$ cat config.mk
export PLATFORM = sky130hd
export DESIGN_NAME = flight_phase_sequencer_unit
export DESIGN_NICKNAME = d
export VERILOG_FILES = /design/src/rtl/fps_pkg.sv /design/src/rtl/flight_phase_sequencer_unit.sv
export VERILOG_INCLUDE_DIRS = /design/src /design/src/rtl
export SDC_FILE = /design/constraint.sdc
export NUM_CORES = 1
export LEC_CHECK = 0
export BUFFER_PORTS_ARGS = -buffer_cell sky130_fd_sc_hd__clkbuf_2
export CORE_UTILIZATION = 36
export CTS_CLUSTER_SIZE = 25
export DETAILED_ROUTE_END_ITERATION = 6
export PLACE_DENSITY_LB_ADDON = 0.2
export SLEW_MARGIN = 30
export SYNTH_ARGS = -nofsm -noshare
export SYNTH_HDL_FRONTEND = slang
export SYNTH_SLANG_ARGS = --single-unit
$ cat constraint.sdc
create_clock -name clk -period 8.9 [get_ports clk]
set_clock_uncertainty 0.05 [all_clocks]
set_input_delay 0.445 -clock clk [delete_from_list [all_inputs] [get_ports clk]]
set_output_delay 0.445 -clock clk [all_outputs]
set_load 0.02 [all_outputs]
$ cat src/rtl/flight_phase_sequencer_unit_macros.svh
// Assertion macros for the flight phase sequencer.
// Both assume a clock named clk and a synchronous reset named rst in scope.
`ifndef FLIGHT_PHASE_SEQUENCER_UNIT_MACROS_SVH
`define FLIGHT_PHASE_SEQUENCER_UNIT_MACROS_SVH
`ifndef SYNTH
// same-cycle implication
`define FPS_ASSERT_IMP(lbl, ante, cons) \
  lbl: assert property (@(posedge clk) disable iff (rst) (ante) |-> (cons)) \
    else $error("fps: same-cycle check failed");
// next-cycle implication
`define FPS_ASSERT_NXT(lbl, ante, cons) \
  lbl: assert property (@(posedge clk) disable iff (rst) (ante) |=> (cons)) \
    else $error("fps: next-cycle check failed");
`else
`define FPS_ASSERT_IMP(lbl, ante, cons)
`define FPS_ASSERT_NXT(lbl, ante, cons)
`endif
`endif

$ cat src/rtl/fps_pkg.sv
`default_nettype none

package fps_pkg;

  // flight phases
  typedef enum logic [2:0] {
    PH_PAD       = 3'd0,
    PH_BOOST     = 3'd1,
    PH_STAGING   = 3'd2,
    PH_PARACHUTE = 3'd3,
    PH_GROUND    = 3'd4
  } phase_t;

  // config register indexes
  localparam int unsigned CFG_INDEX_W = 3;
  localparam int unsigned CFG_DATA_W  = 16;
  localparam logic [CFG_INDEX_W-1:0] REG_BOOST_TRIGGER     = 3'd0;
  localparam logic [CFG_INDEX_W-1:0] REG_STAGING_TRIGGER   = 3'd1;
  localparam logic [CFG_INDEX_W-1:0] REG_MAIN_ALTITUDE_AGL = 3'd2;
  localparam logic [CFG_INDEX_W-1:0] REG_GROUND_LEVEL      = 3'd3;
  localparam logic [CFG_INDEX_W-1:0] REG_SEPARATION_DELAY  = 3'd4;

  localparam logic [7:0] SEP_DELAY_RESET = 8'd16;

  localparam int unsigned TICKS_W   = 4;
  localparam int unsigned TICKS_MAX = 15;
  localparam int unsigned COUNT_W   = 16;

  localparam int unsigned SAMPLE_PERIOD_DEF = 8;

  typedef struct packed {
    logic signed [15:0]   accel_axial;
    logic [15:0]          altitude;
    logic [TICKS_W-1:0]   half_ticks;
  } sample_t;

  typedef struct packed {
    logic [2:0] flight_phase;
    logic       separation_fire;
  } result_t;

endpackage

`default_nettype wire

$ cat src/rtl/flight_phase_sequencer_unit.sv
`default_nettype none

// Flight phase sequencer. Each sensor sample transfer (axial acceleration,
// altitude, half-seconds since the previous sample) steps the phase through
// pad, boost, staging, parachute and ground, and yields exactly one result
// transfer carrying the phase after the step and the latched separation fire.
// A sample goes into an input register, the whole step is worked out by short
// logic from that register and the state, and the result lands in an output
// register: one sample per cycle unless the result stalls; a result is valid
// once its sample has passed both registers. While a result waits under stall
// the input register still takes one more sample, then the input stalls until
// the result transfers. Users must set thresholds and the separation delay
// through the write port only while the block is idle; the block does not
// enforce this. SAMPLE_PERIOD (2..64) sets the half-second spacing of apogee
// altitude snapshots. Phase advances at most once per sample; ground is final.

`include "flight_phase_sequencer_unit_macros.svh"

module flight_phase_sequencer_unit #(
  parameter int unsigned SAMPLE_PERIOD = fps_pkg::SAMPLE_PERIOD_DEF
) (
  input  wire logic                             clk,
  input  wire logic                             rst,
  // config write port
  input  wire logic                             cfg_we,
  input  wire logic [fps_pkg::CFG_INDEX_W-1:0]  cfg_index,
  input  wire logic [fps_pkg::CFG_DATA_W-1:0]   cfg_data,
  // sample channel
  input  wire logic                             in_valid,
  output      logic                             in_stall,
  input  wire fps_pkg::sample_t                 in_data,
  // result channel
  output      logic                             out_valid,
  input  wire logic                             out_stall,
  output      fps_pkg::result_t                 out_data
);

  // Residue of the staging count modulo SAMPLE_PERIOD is tracked alongside
  // the count, so the snapshot test needs no divider.
  localparam int unsigned RES_W     = $clog2(SAMPLE_PERIOD);
  localparam int unsigned SUM_DEPTH = SAMPLE_PERIOD + fps_pkg::TICKS_MAX;
  localparam int unsigned SUM_W     = $clog2(SUM_DEPTH);
  localparam int unsigned RES_SAT   = 65535 % SAMPLE_PERIOD;
  localparam int unsigned TICKS_W_L = fps_pkg::TICKS_W;

  // config registers
  logic signed [15:0] boost_trigger;
  logic signed [15:0] staging_trigger;
  logic [15:0]        main_altitude_agl;
  logic [15:0]        ground_level;
  logic [7:0]         separation_delay;

  // flight state
  fps_pkg::phase_t               phase, phase_next;
  logic [fps_pkg::COUNT_W-1:0]   count, count_next;
  logic [RES_W-1:0]              res, res_next;
  logic [15:0]                   ref_alt, ref_alt_next;
  logic [15:0]                   latest_alt, latest_alt_next;
  logic                          sep_latched, sep_latched_next;

  // input register
  logic             in_full;
  fps_pkg::sample_t in_q;
  logic             advance;

  // result register
  fps_pkg::result_t res_word;

  // step datapath
  logic                          entered;
  logic [TICKS_W_L-1:0]          add;
  logic [fps_pkg::COUNT_W:0]     sum_wide;
  logic [fps_pkg::COUNT_W-1:0]   cnt_base, cnt_new;
  logic [SUM_W-1:0]              res_sum;
  logic [RES_W-1:0]              res_base, res_new;
  logic signed [16:0]            agl_diff;

  // (r + ticks) mod SAMPLE_PERIOD, worked out at elaboration
  logic [RES_W-1:0] mod_tab [SUM_DEPTH];

  for (genvar g = 0; g < SUM_DEPTH; g++) begin : g_mod
    assign mod_tab[g] = RES_W'(g % SAMPLE_PERIOD);
  end

  // ---------------------------------------------------------------------
  // Handshake: the input register empties whenever the result register is
  // free or is being drained this cycle.
  // ---------------------------------------------------------------------
  assign advance  = in_full && (!out_valid || !out_stall);
  assign in_stall = in_full && !advance;
  assign out_data = res_word;

  always_ff @(posedge clk) begin
    if (rst) begin
      in_full   <= 1'b0;
      out_valid <= 1'b0;
    end else begin
      in_full   <= (in_valid && !in_stall) || (in_full && !advance);
      out_valid <= advance || (out_valid && out_stall);
    end
  end

  always_ff @(posedge clk) begin
    if (in_valid && !in_stall) begin
      in_q <= in_data;
    end
    if (advance) begin
      res_word.flight_phase    <= phase_next;
      res_word.separation_fire <= sep_latched_next;
    end
  end

  // ---------------------------------------------------------------------
  // Config writes; unknown indexes are ignored.
  // ---------------------------------------------------------------------
  always_ff @(posedge clk) begin
    if (rst) begin
      boost_trigger     <= '0;
      staging_trigger   <= '0;
      main_altitude_agl <= '0;
      ground_level      <= '0;
      separation_delay  <= fps_pkg::SEP_DELAY_RESET;
    end else if (cfg_we) begin
      unique case (cfg_index)
        fps_pkg::REG_BOOST_TRIGGER:     boost_trigger     <= $signed(cfg_data[15:0]);
        fps_pkg::REG_STAGING_TRIGGER:   staging_trigger   <= $signed(cfg_data[15:0]);
        fps_pkg::REG_MAIN_ALTITUDE_AGL: main_altitude_agl <= cfg_data[15:0];
        fps_pkg::REG_GROUND_LEVEL:      ground_level      <= cfg_data[15:0];
        fps_pkg::REG_SEPARATION_DELAY:  separation_delay  <= cfg_data[7:0];
        default: ;
      endcase
    end
  end

  // ---------------------------------------------------------------------
  // One flight step: transition rule first, then the staging rule on the
  // phase that results.
  // ---------------------------------------------------------------------
  assign agl_diff = $signed({1'b0, in_q.altitude}) - $signed({1'b0, ground_level});

  always_comb begin
    phase_next       = phase;
    count_next       = count;
    res_next         = res;
    ref_alt_next     = ref_alt;
    latest_alt_next  = latest_alt;
    sep_latched_next = sep_latched;
    entered          = 1'b0;

    unique case (phase)
      fps_pkg::PH_PAD: begin
        if (in_q.accel_axial > boost_trigger) phase_next = fps_pkg::PH_BOOST;
      end
      fps_pkg::PH_BOOST: begin
        if (in_q.accel_axial < staging_trigger) begin
          phase_next = fps_pkg::PH_STAGING;
          entered    = 1'b1;
        end
      end
      fps_pkg::PH_STAGING: begin
        if (sep_latched && (latest_alt < ref_alt)) phase_next = fps_pkg::PH_PARACHUTE;
      end
      fps_pkg::PH_PARACHUTE: begin
        if (agl_diff < $signed({1'b0, main_altitude_agl})) phase_next = fps_pkg::PH_GROUND;
      end
      default: ;
    endcase

    // entry sample starts the count at zero and adds nothing
    add      = entered ? '0 : in_q.half_ticks;
    cnt_base = entered ? '0 : count;
    res_base = entered ? '0 : res;
    sum_wide = {1'b0, cnt_base} + (fps_pkg::COUNT_W + 1)'(add);
    res_sum  = SUM_W'(res_base) + SUM_W'(add);
    if (sum_wide[fps_pkg::COUNT_W]) begin
      cnt_new = '1;
      res_new = RES_W'(RES_SAT);
    end else begin
      cnt_new = sum_wide[fps_pkg::COUNT_W-1:0];
      res_new = mod_tab[res_sum];
    end

    if (phase_next == fps_pkg::PH_STAGING) begin
      count_next = cnt_new;
      res_next   = res_new;
      if (cnt_new >= fps_pkg::COUNT_W'(separation_delay)) sep_latched_next = 1'b1;
      // altitude snapshot on every nonzero multiple of the period
      if ((cnt_new != '0) && (res_new == '0)) begin
        ref_alt_next    = latest_alt;
        latest_alt_next = in_q.altitude;
      end
    end
  end

  always_ff @(posedge clk) begin
    if (rst) begin
      phase       <= fps_pkg::PH_PAD;
      count       <= '0;
      res         <= '0;
      ref_alt     <= '0;
      latest_alt  <= '0;
      sep_latched <= 1'b0;
    end else if (advance) begin
      phase       <= phase_next;
      count       <= count_next;
      res         <= res_next;
      ref_alt     <= ref_alt_next;
      latest_alt  <= latest_alt_next;
      sep_latched <= sep_latched_next;
    end
  end

  // ---------------------------------------------------------------------
  // Checks
  // ---------------------------------------------------------------------
  `FPS_ASSERT_NXT(a_sep_sticky, sep_latched, sep_latched)
  `FPS_ASSERT_NXT(a_ground_final, phase == fps_pkg::PH_GROUND, phase == fps_pkg::PH_GROUND)
  `FPS_ASSERT_NXT(a_state_holds, !advance, $stable(phase) && $stable(count) && $stable(res))
  `FPS_ASSERT_IMP(a_res_range, 1'b1, {1'b0, res} < (RES_W + 1)'(SAMPLE_PERIOD))
  `FPS_ASSERT_IMP(a_stall_cause, in_stall, out_valid && out_stall)

endmodule

`default_nettype wire

Word level (Yosys, flattened, before mapping) --
Memories as Yosys holds them, arrays and structs flattened. Cells that the tools add are included. W data, S select, Z words.
Cells by class: order comparisons 6, mux-type cells 16, bitwise logic cells 1, equal/unequal tests 8, add/subtract/negate cells 3, reduce and logical (&&, ||, !) cells 24
Operators with widths (number):
- $lt A16 B16 Y1 | 2
- $mux W16 | 2
- $mux W3 | 8
- $add A16 B4 Y17 | 1
- $lt A17 B17 Y1 | 1
- $sub A16 B16 Y17 | 1
- $ge A16 B8 Y1 | 1
- $gt A16 B16 Y1 | 1
- $reduce_bool A16 Y1 | 1
- $eq A3 B2 Y1 const B | 5
- $pmux W3 S4 | 1
- $reduce_and A2 Y1 | 6
- $logic_not A3 Y1 | 3
- $eq A3 B1 Y1 const B | 2
- $ge A6 B6 Y1 const B | 1
- $logic_and A1 B1 Y1 | 6
- $not A5 Y6 | 1
- $add A3 B4 Y5 | 1
- $logic_not A1 Y1 | 4
- $mux W1 | 4
- $mux W4 | 1
- $eq A3 B3 Y1 const B | 1
- $logic_or A1 B1 Y1 | 3
- $reduce_and A3 Y1 | 1
Word-level totals: ROM bits 96, memories kept 1, bits in registers 169, logic and storage cells 77, output and inout port bits 6, input bits 60
Memories:
- (no name shown) | depth 32, bits a word 3, read ports 1, clocked after Yosys merged registers in 0, wr ports 0, RTL line flight_phase_sequencer_unit.sv:180 | res_new = mod_tab[res_sum];

Longest topological paths before layout --
word-level depth 13, gate-level depth with buffers 30, mapped depth without buffers 26

Least setup slack after synthesis --
OpenSTA, ideal clock, no wires.
path kind reg2reg, start point register in_q[25] (netlist bit), end point register res_word (netlist bit out_data[0]) (data pin), path buffers 3, library setup time 0.254 ns, required time 8.596 ns, cell stages (with the launch flop) 28, slack 2.787 ns, period minus slack after synthesis 6.113 ns, data arrival time 5.809 ns, cells stage by stage edfxtp_1 ha_1 a211o_1 a21oi_1 o31ai_1 a21o_1 mux2i_1 buf_2 clkbuf_1 and2_1 ha_1 inv_1 fa_1 nor2b_1 o41ai_4 and2_4 buf_6 nor3b_1 nor2_1 ha_1 nand2b_1 a21o_1 a21o_1 a21o_1 a21o_1 a211o_1 a211o_1 a21o_1
Between the ends: longest elaborated chain between the ends 9, elaborated cells on any way between the ends 15, those cells by class add/sub: 1; order compare: 3; eq/ne: 1; mux: 10
Ends and longest elaborated chain:
- start, declared | RTL line flight_phase_sequencer_unit.sv:63 | fps_pkg::sample_t in_q;
- start signal, assigned | RTL line flight_phase_sequencer_unit.sv:105 | in_q <= in_data;
- $lt A16 B16 Y1 | RTL line flight_phase_sequencer_unit.sv:155 | if (in_q.accel_axial < staging_trigger) begin
- $mux W1 | RTL line flight_phase_sequencer_unit.sv:155
- $mux W1 | RTL line flight_phase_sequencer_unit.sv:150 | unique case (phase)
- $mux W16 / $mux W4 (equally long branches) | RTL line flight_phase_sequencer_unit.sv:171, flight_phase_sequencer_unit.sv:170
- $add A16 B4 Y17 | RTL line flight_phase_sequencer_unit.sv:173 | sum_wide = {1'b0, cnt_base} + (fps_pkg::COUNT_W + 1)'(add);
- $mux W16 | RTL line flight_phase_sequencer_unit.sv:175 | if (sum_wide[fps_pkg::COUNT_W]) begin
- $ge A16 B8 Y1 | RTL line flight_phase_sequencer_unit.sv:186 | if (cnt_new >= fps_pkg::COUNT_W'(separation_delay)) sep_latched_next = 1'b1;
- $mux W1 | RTL line flight_phase_sequencer_unit.sv:186
- $mux W1 * | RTL line flight_phase_sequencer_unit.sv:183 | if (phase_next == fps_pkg::PH_STAGING) begin
- named net sep_latched_next | RTL line flight_phase_sequencer_unit.sv:59 | logic sep_latched, sep_latched_next;
- end, declared | RTL line flight_phase_sequencer_unit.sv:67 | fps_pkg::result_t res_word;
The timed path passes the listed nets; every way through them passes the cells marked *. A chain may end at the register's enable or synchronous reset.

Worst setup path after layout --
start point register in_q[21] (netlist bit), end point register res_word (netlist bit out_data[0]) (data pin)
The elaborated chain is that of the path after synthesis.

==> impl_metrics.toml <==
[clock_tree]
root_buffer = "clkbuf_16"
clkLatencyLatePin_ns = 0.43
cts_tree = "built"
numCtsBuffers = 17
clk_pin_slew_ns = 0.07
cts_hold_buf = 0
cts_buffer_depth = 2
cts_resized = 0
cts_sinks = 169
cts_max_level = 4
cts_setup_buffers = 0

[place]
routabilityCongestion = 0.8032
io_buffers = 65
pre_cts_ws_ns = 2.333
dp_hpwl_um = 15880

[detailed_routing]
postRouteAntennaNets = 0
drcViolationCount = 0
via_count = 7196
drt-initial-drc-count = 454
drt-total-wl_um = 21900
viasPerCell = 4.953
firstDrtPassIters = 6
wl_per_cell_um = 15.07

[worst_setup_path]
required_ns = 9.04
critPathMaxStageDelay_ns = 0.48
cp-end-kind = "register"
crit_start = "in_q[21]"
worstSetupPathType = "register to register"
cp.arrival_ns = 6.65
r2r-start = "in_q[21]"
start_kind = "register"
critPathTopFamily = "compound AO/OA/AOI/OAI gates"
slowest_stage = "o41ai_4"
cp_max_fo = 20
reg2reg_depth = 24
path_depth = 24
cpMostUsedCell = "a21o_1"
crit_buf_inv = 2
crit_path_cell_trace = "ha_1, a2111oi_1, o31ai_1, a21o_1, mux2i_1, buf_4, and2_1, ha_1, inv_1, fa_1, nor2b_1, o41ai_4, and2_4, nor3b_1, nor2_1, ha_1, nand2b_1, a21o_1, a21o_1, a21o_1, a21o_1, a211o_1, a211o_1, a21o_1"

[die]
core_area_sq_mm = 0.02547
pin_count = 66
die_h_um = 163.9
die_w_um = 163.9
die-area_sq_mm = 0.02688
start_util_pct = 37.07
num_rows = 58

[yosys]
avgSynthCellArea_sq_um = 8.824
synthArstFlopShare_pct = 0
syn_nets = 1221
ys.warnings.count = 0
synth_ff_type = "dfxtp_1"
synth_top_area_share_pct = 27.35
netlist_area_sq_mm = 0.009442
synth_top_cell_by_area = "dfxtp_1"
synth-edff-count = 40
synth_cell_types = 65
synth_seq_cells = 169
ys_top_cells_by_area = "dfxtp_1, edfxtp_1, ha_1"
synthCells = 1070
ys_seq_area_share_pct = 40.07

[timing]
drv_slew = 0
worst_slack_ns = 2.385
rsz0062_at_grt = "no"
min_period_ns = 6.515
post-route-period-util_pct = 73.21
tns_ns = 0
max_freq_mhz = 153.5
setup_viol = 0
hold_violations = 0
slew_headroom_pct = 46.16
tightest_slew_ns = 0.8076

[final_layout]
syn_to_final_growth_pct = 12.10
final_common_cell = "nand2_1"
layout-drive-gt1-share_pct = 10.86
nets = 1261
n_antenna_cell = 0
layout_common_cells = "nand2_1, dfxtp_1, a21oi_1"
post-route-util_pct = 41.55

[grt]
grt.total_usage_pct = 17.39
grt-ovfl-total = 0
antenna_found_initial = 0
grt_pass1_wl_um = 36210
grt_max_degree = 98
grt_pass1_vias = 6971

[flow_run]
drv_cap = 0

[power_and_ir_drop]
p_per_area_mw_per_mm2 = 166.3
power.leakage_nw = 3.965
peakVddDrop_v = 0.0001131

[hold_path]
hp-class = "input port to register"
hold_path.startpoint = "in_data[29]"
holdPathStages = 1

[run_status]
status = "finished, final reports clean"
-- metrics by stage --
step / power, mW / hold slack [ns] / cell area (sq um) / cells
after floorplan: 0.9609 / 0.3836 / 9442 / 1070
after global placement: 1.024 / 0.3911 / 9978 / 1421
after detailed placement: 1.025 / 0.3979 / 9982 / 1421
after CTS: 1.786 / 0.1152 / 10580 / 1453
after global routing: 1.848 / 0.1119 / 10580 / 1453
final: 1.760 / 0.1316 / 10580 / 1453
-- worst register-to-register path, stage by stage, from the launching register on --
cell	delay, ns
edfxtp_1	0.40
ha_1	0.28
a2111oi_1	0.43
o31ai_1	0.17
a21o_1	0.25
mux2i_1	0.20
buf_4	0.27
and2_1	0.20
ha_1	0.17
inv_1	0.05
fa_1	0.46
nor2b_1	0.20
o41ai_4	0.48
and2_4	0.30
nor3b_1	0.43
nor2_1	0.12
ha_1	0.28
nand2b_1	0.14
a21o_1	0.17
a21o_1	0.16
a21o_1	0.17
a21o_1	0.17
a211o_1	0.28
a211o_1	0.28
a21o_1	0.16
-- cell type report --
class | instances | area (sq um)
Inverter | 95 | 356.6
Timing Repair Buffer | 71 | 376.6
Multi-Input combinational cell | 756 | 5052
Sequential cell | 169 | 3784
Clock buffer | 19 | 475.5
Tap cell | 330 | 412.9
Fill cell | 2580 | 14890
Clock inverter | 13 | 126.4
-- cell usage after synthesis (3+ instances only) --
master / count
xnor2_1: 12
o21ai_0: 28
nor2_1: 50
buf_2: 7
a41o_1: 3
edfxtp_1: 40
or2_2: 5
buf_6: 3
o31ai_1: 4
mux2i_1: 46
nand3_1: 16
nand2_1: 173
nand4_1: 12
and4_1: 4
buf_12: 3
nor4_1: 7
clkbuf_1: 35
a21oi_1: 108
ha_1: 88
and2_1: 7
nor3_1: 10
inv_1: 95
a31oi_1: 5
dfxtp_1: 129
nand3b_1: 4
nor2b_1: 11
or3_1: 8
a211oi_1: 15
a311oi_1: 3
a211o_1: 4
nand2b_1: 55
and3_1: 8
o21a_1: 8
xor2_1: 9
fa_1: 3
a21o_1: 17
-- metal layers --
metal / part of all wire, % / up-vias / wire, um / global-route usage, %
li1: - / 3763 / - / -
met1: 52 / 3287 / 11480 / 25.18
met2: 43 / 129 / 9412 / 26.29
met3: 3.3 / 17 / 727 / 2.828
met4: 1.3 / 0 / 286 / 5.261
met5: 0 / - / 0 / 0
-- path summary, 6_finish.rpt --
check	to	slack [ns]
setup / recovery	out_data[0]	2.38
setup reg to reg	out_data[0]	2.38
hold / removal	in_q[29]	0.13
hold reg to reg	main_altitude_agl[8]	0.41
-- flip-flops by register name, summed over array words and instances, names as in the netlist --
signal,count
res,3
ground_level,16
boost_trigger,16
out_data,4
in_q,36
in_full,1
ref_alt,16
count,16
latest_alt,16
separation_delay,8
out_valid,1
sep_latched,1
staging_trigger,16
phase,3
main_altitude_agl,16
-- logic make-up (layout without fill, tap and decap cells) --
group / Yosys count / in the layout / synth area share [%]
simple gates: 379 / 379 / 19.31
compound gates: 216 / 216 / 14.48
flops: 169 / 169 / 40.07
buf+inv: 145 / 198 / 6.653
fa+ha+maj: 93 / 93 / 12.54
mux: 47 / 47 / 4.996
xor+xnor: 21 / 21 / 1.948
-- report_power, final --
| part | leakage (nW) | switching, mW | total [mW] | internal (mW) |
|---|---|---|---|---|
| Clock | 0.301 | 0.327 | 0.752 | 0.425 |
| Sequential | 1.43 | 0.0149 | 0.820 | 0.805 |
| Combinational | 2.23 | 0.110 | 0.187 | 0.0773 |
(Power assumes the default switching activity.)
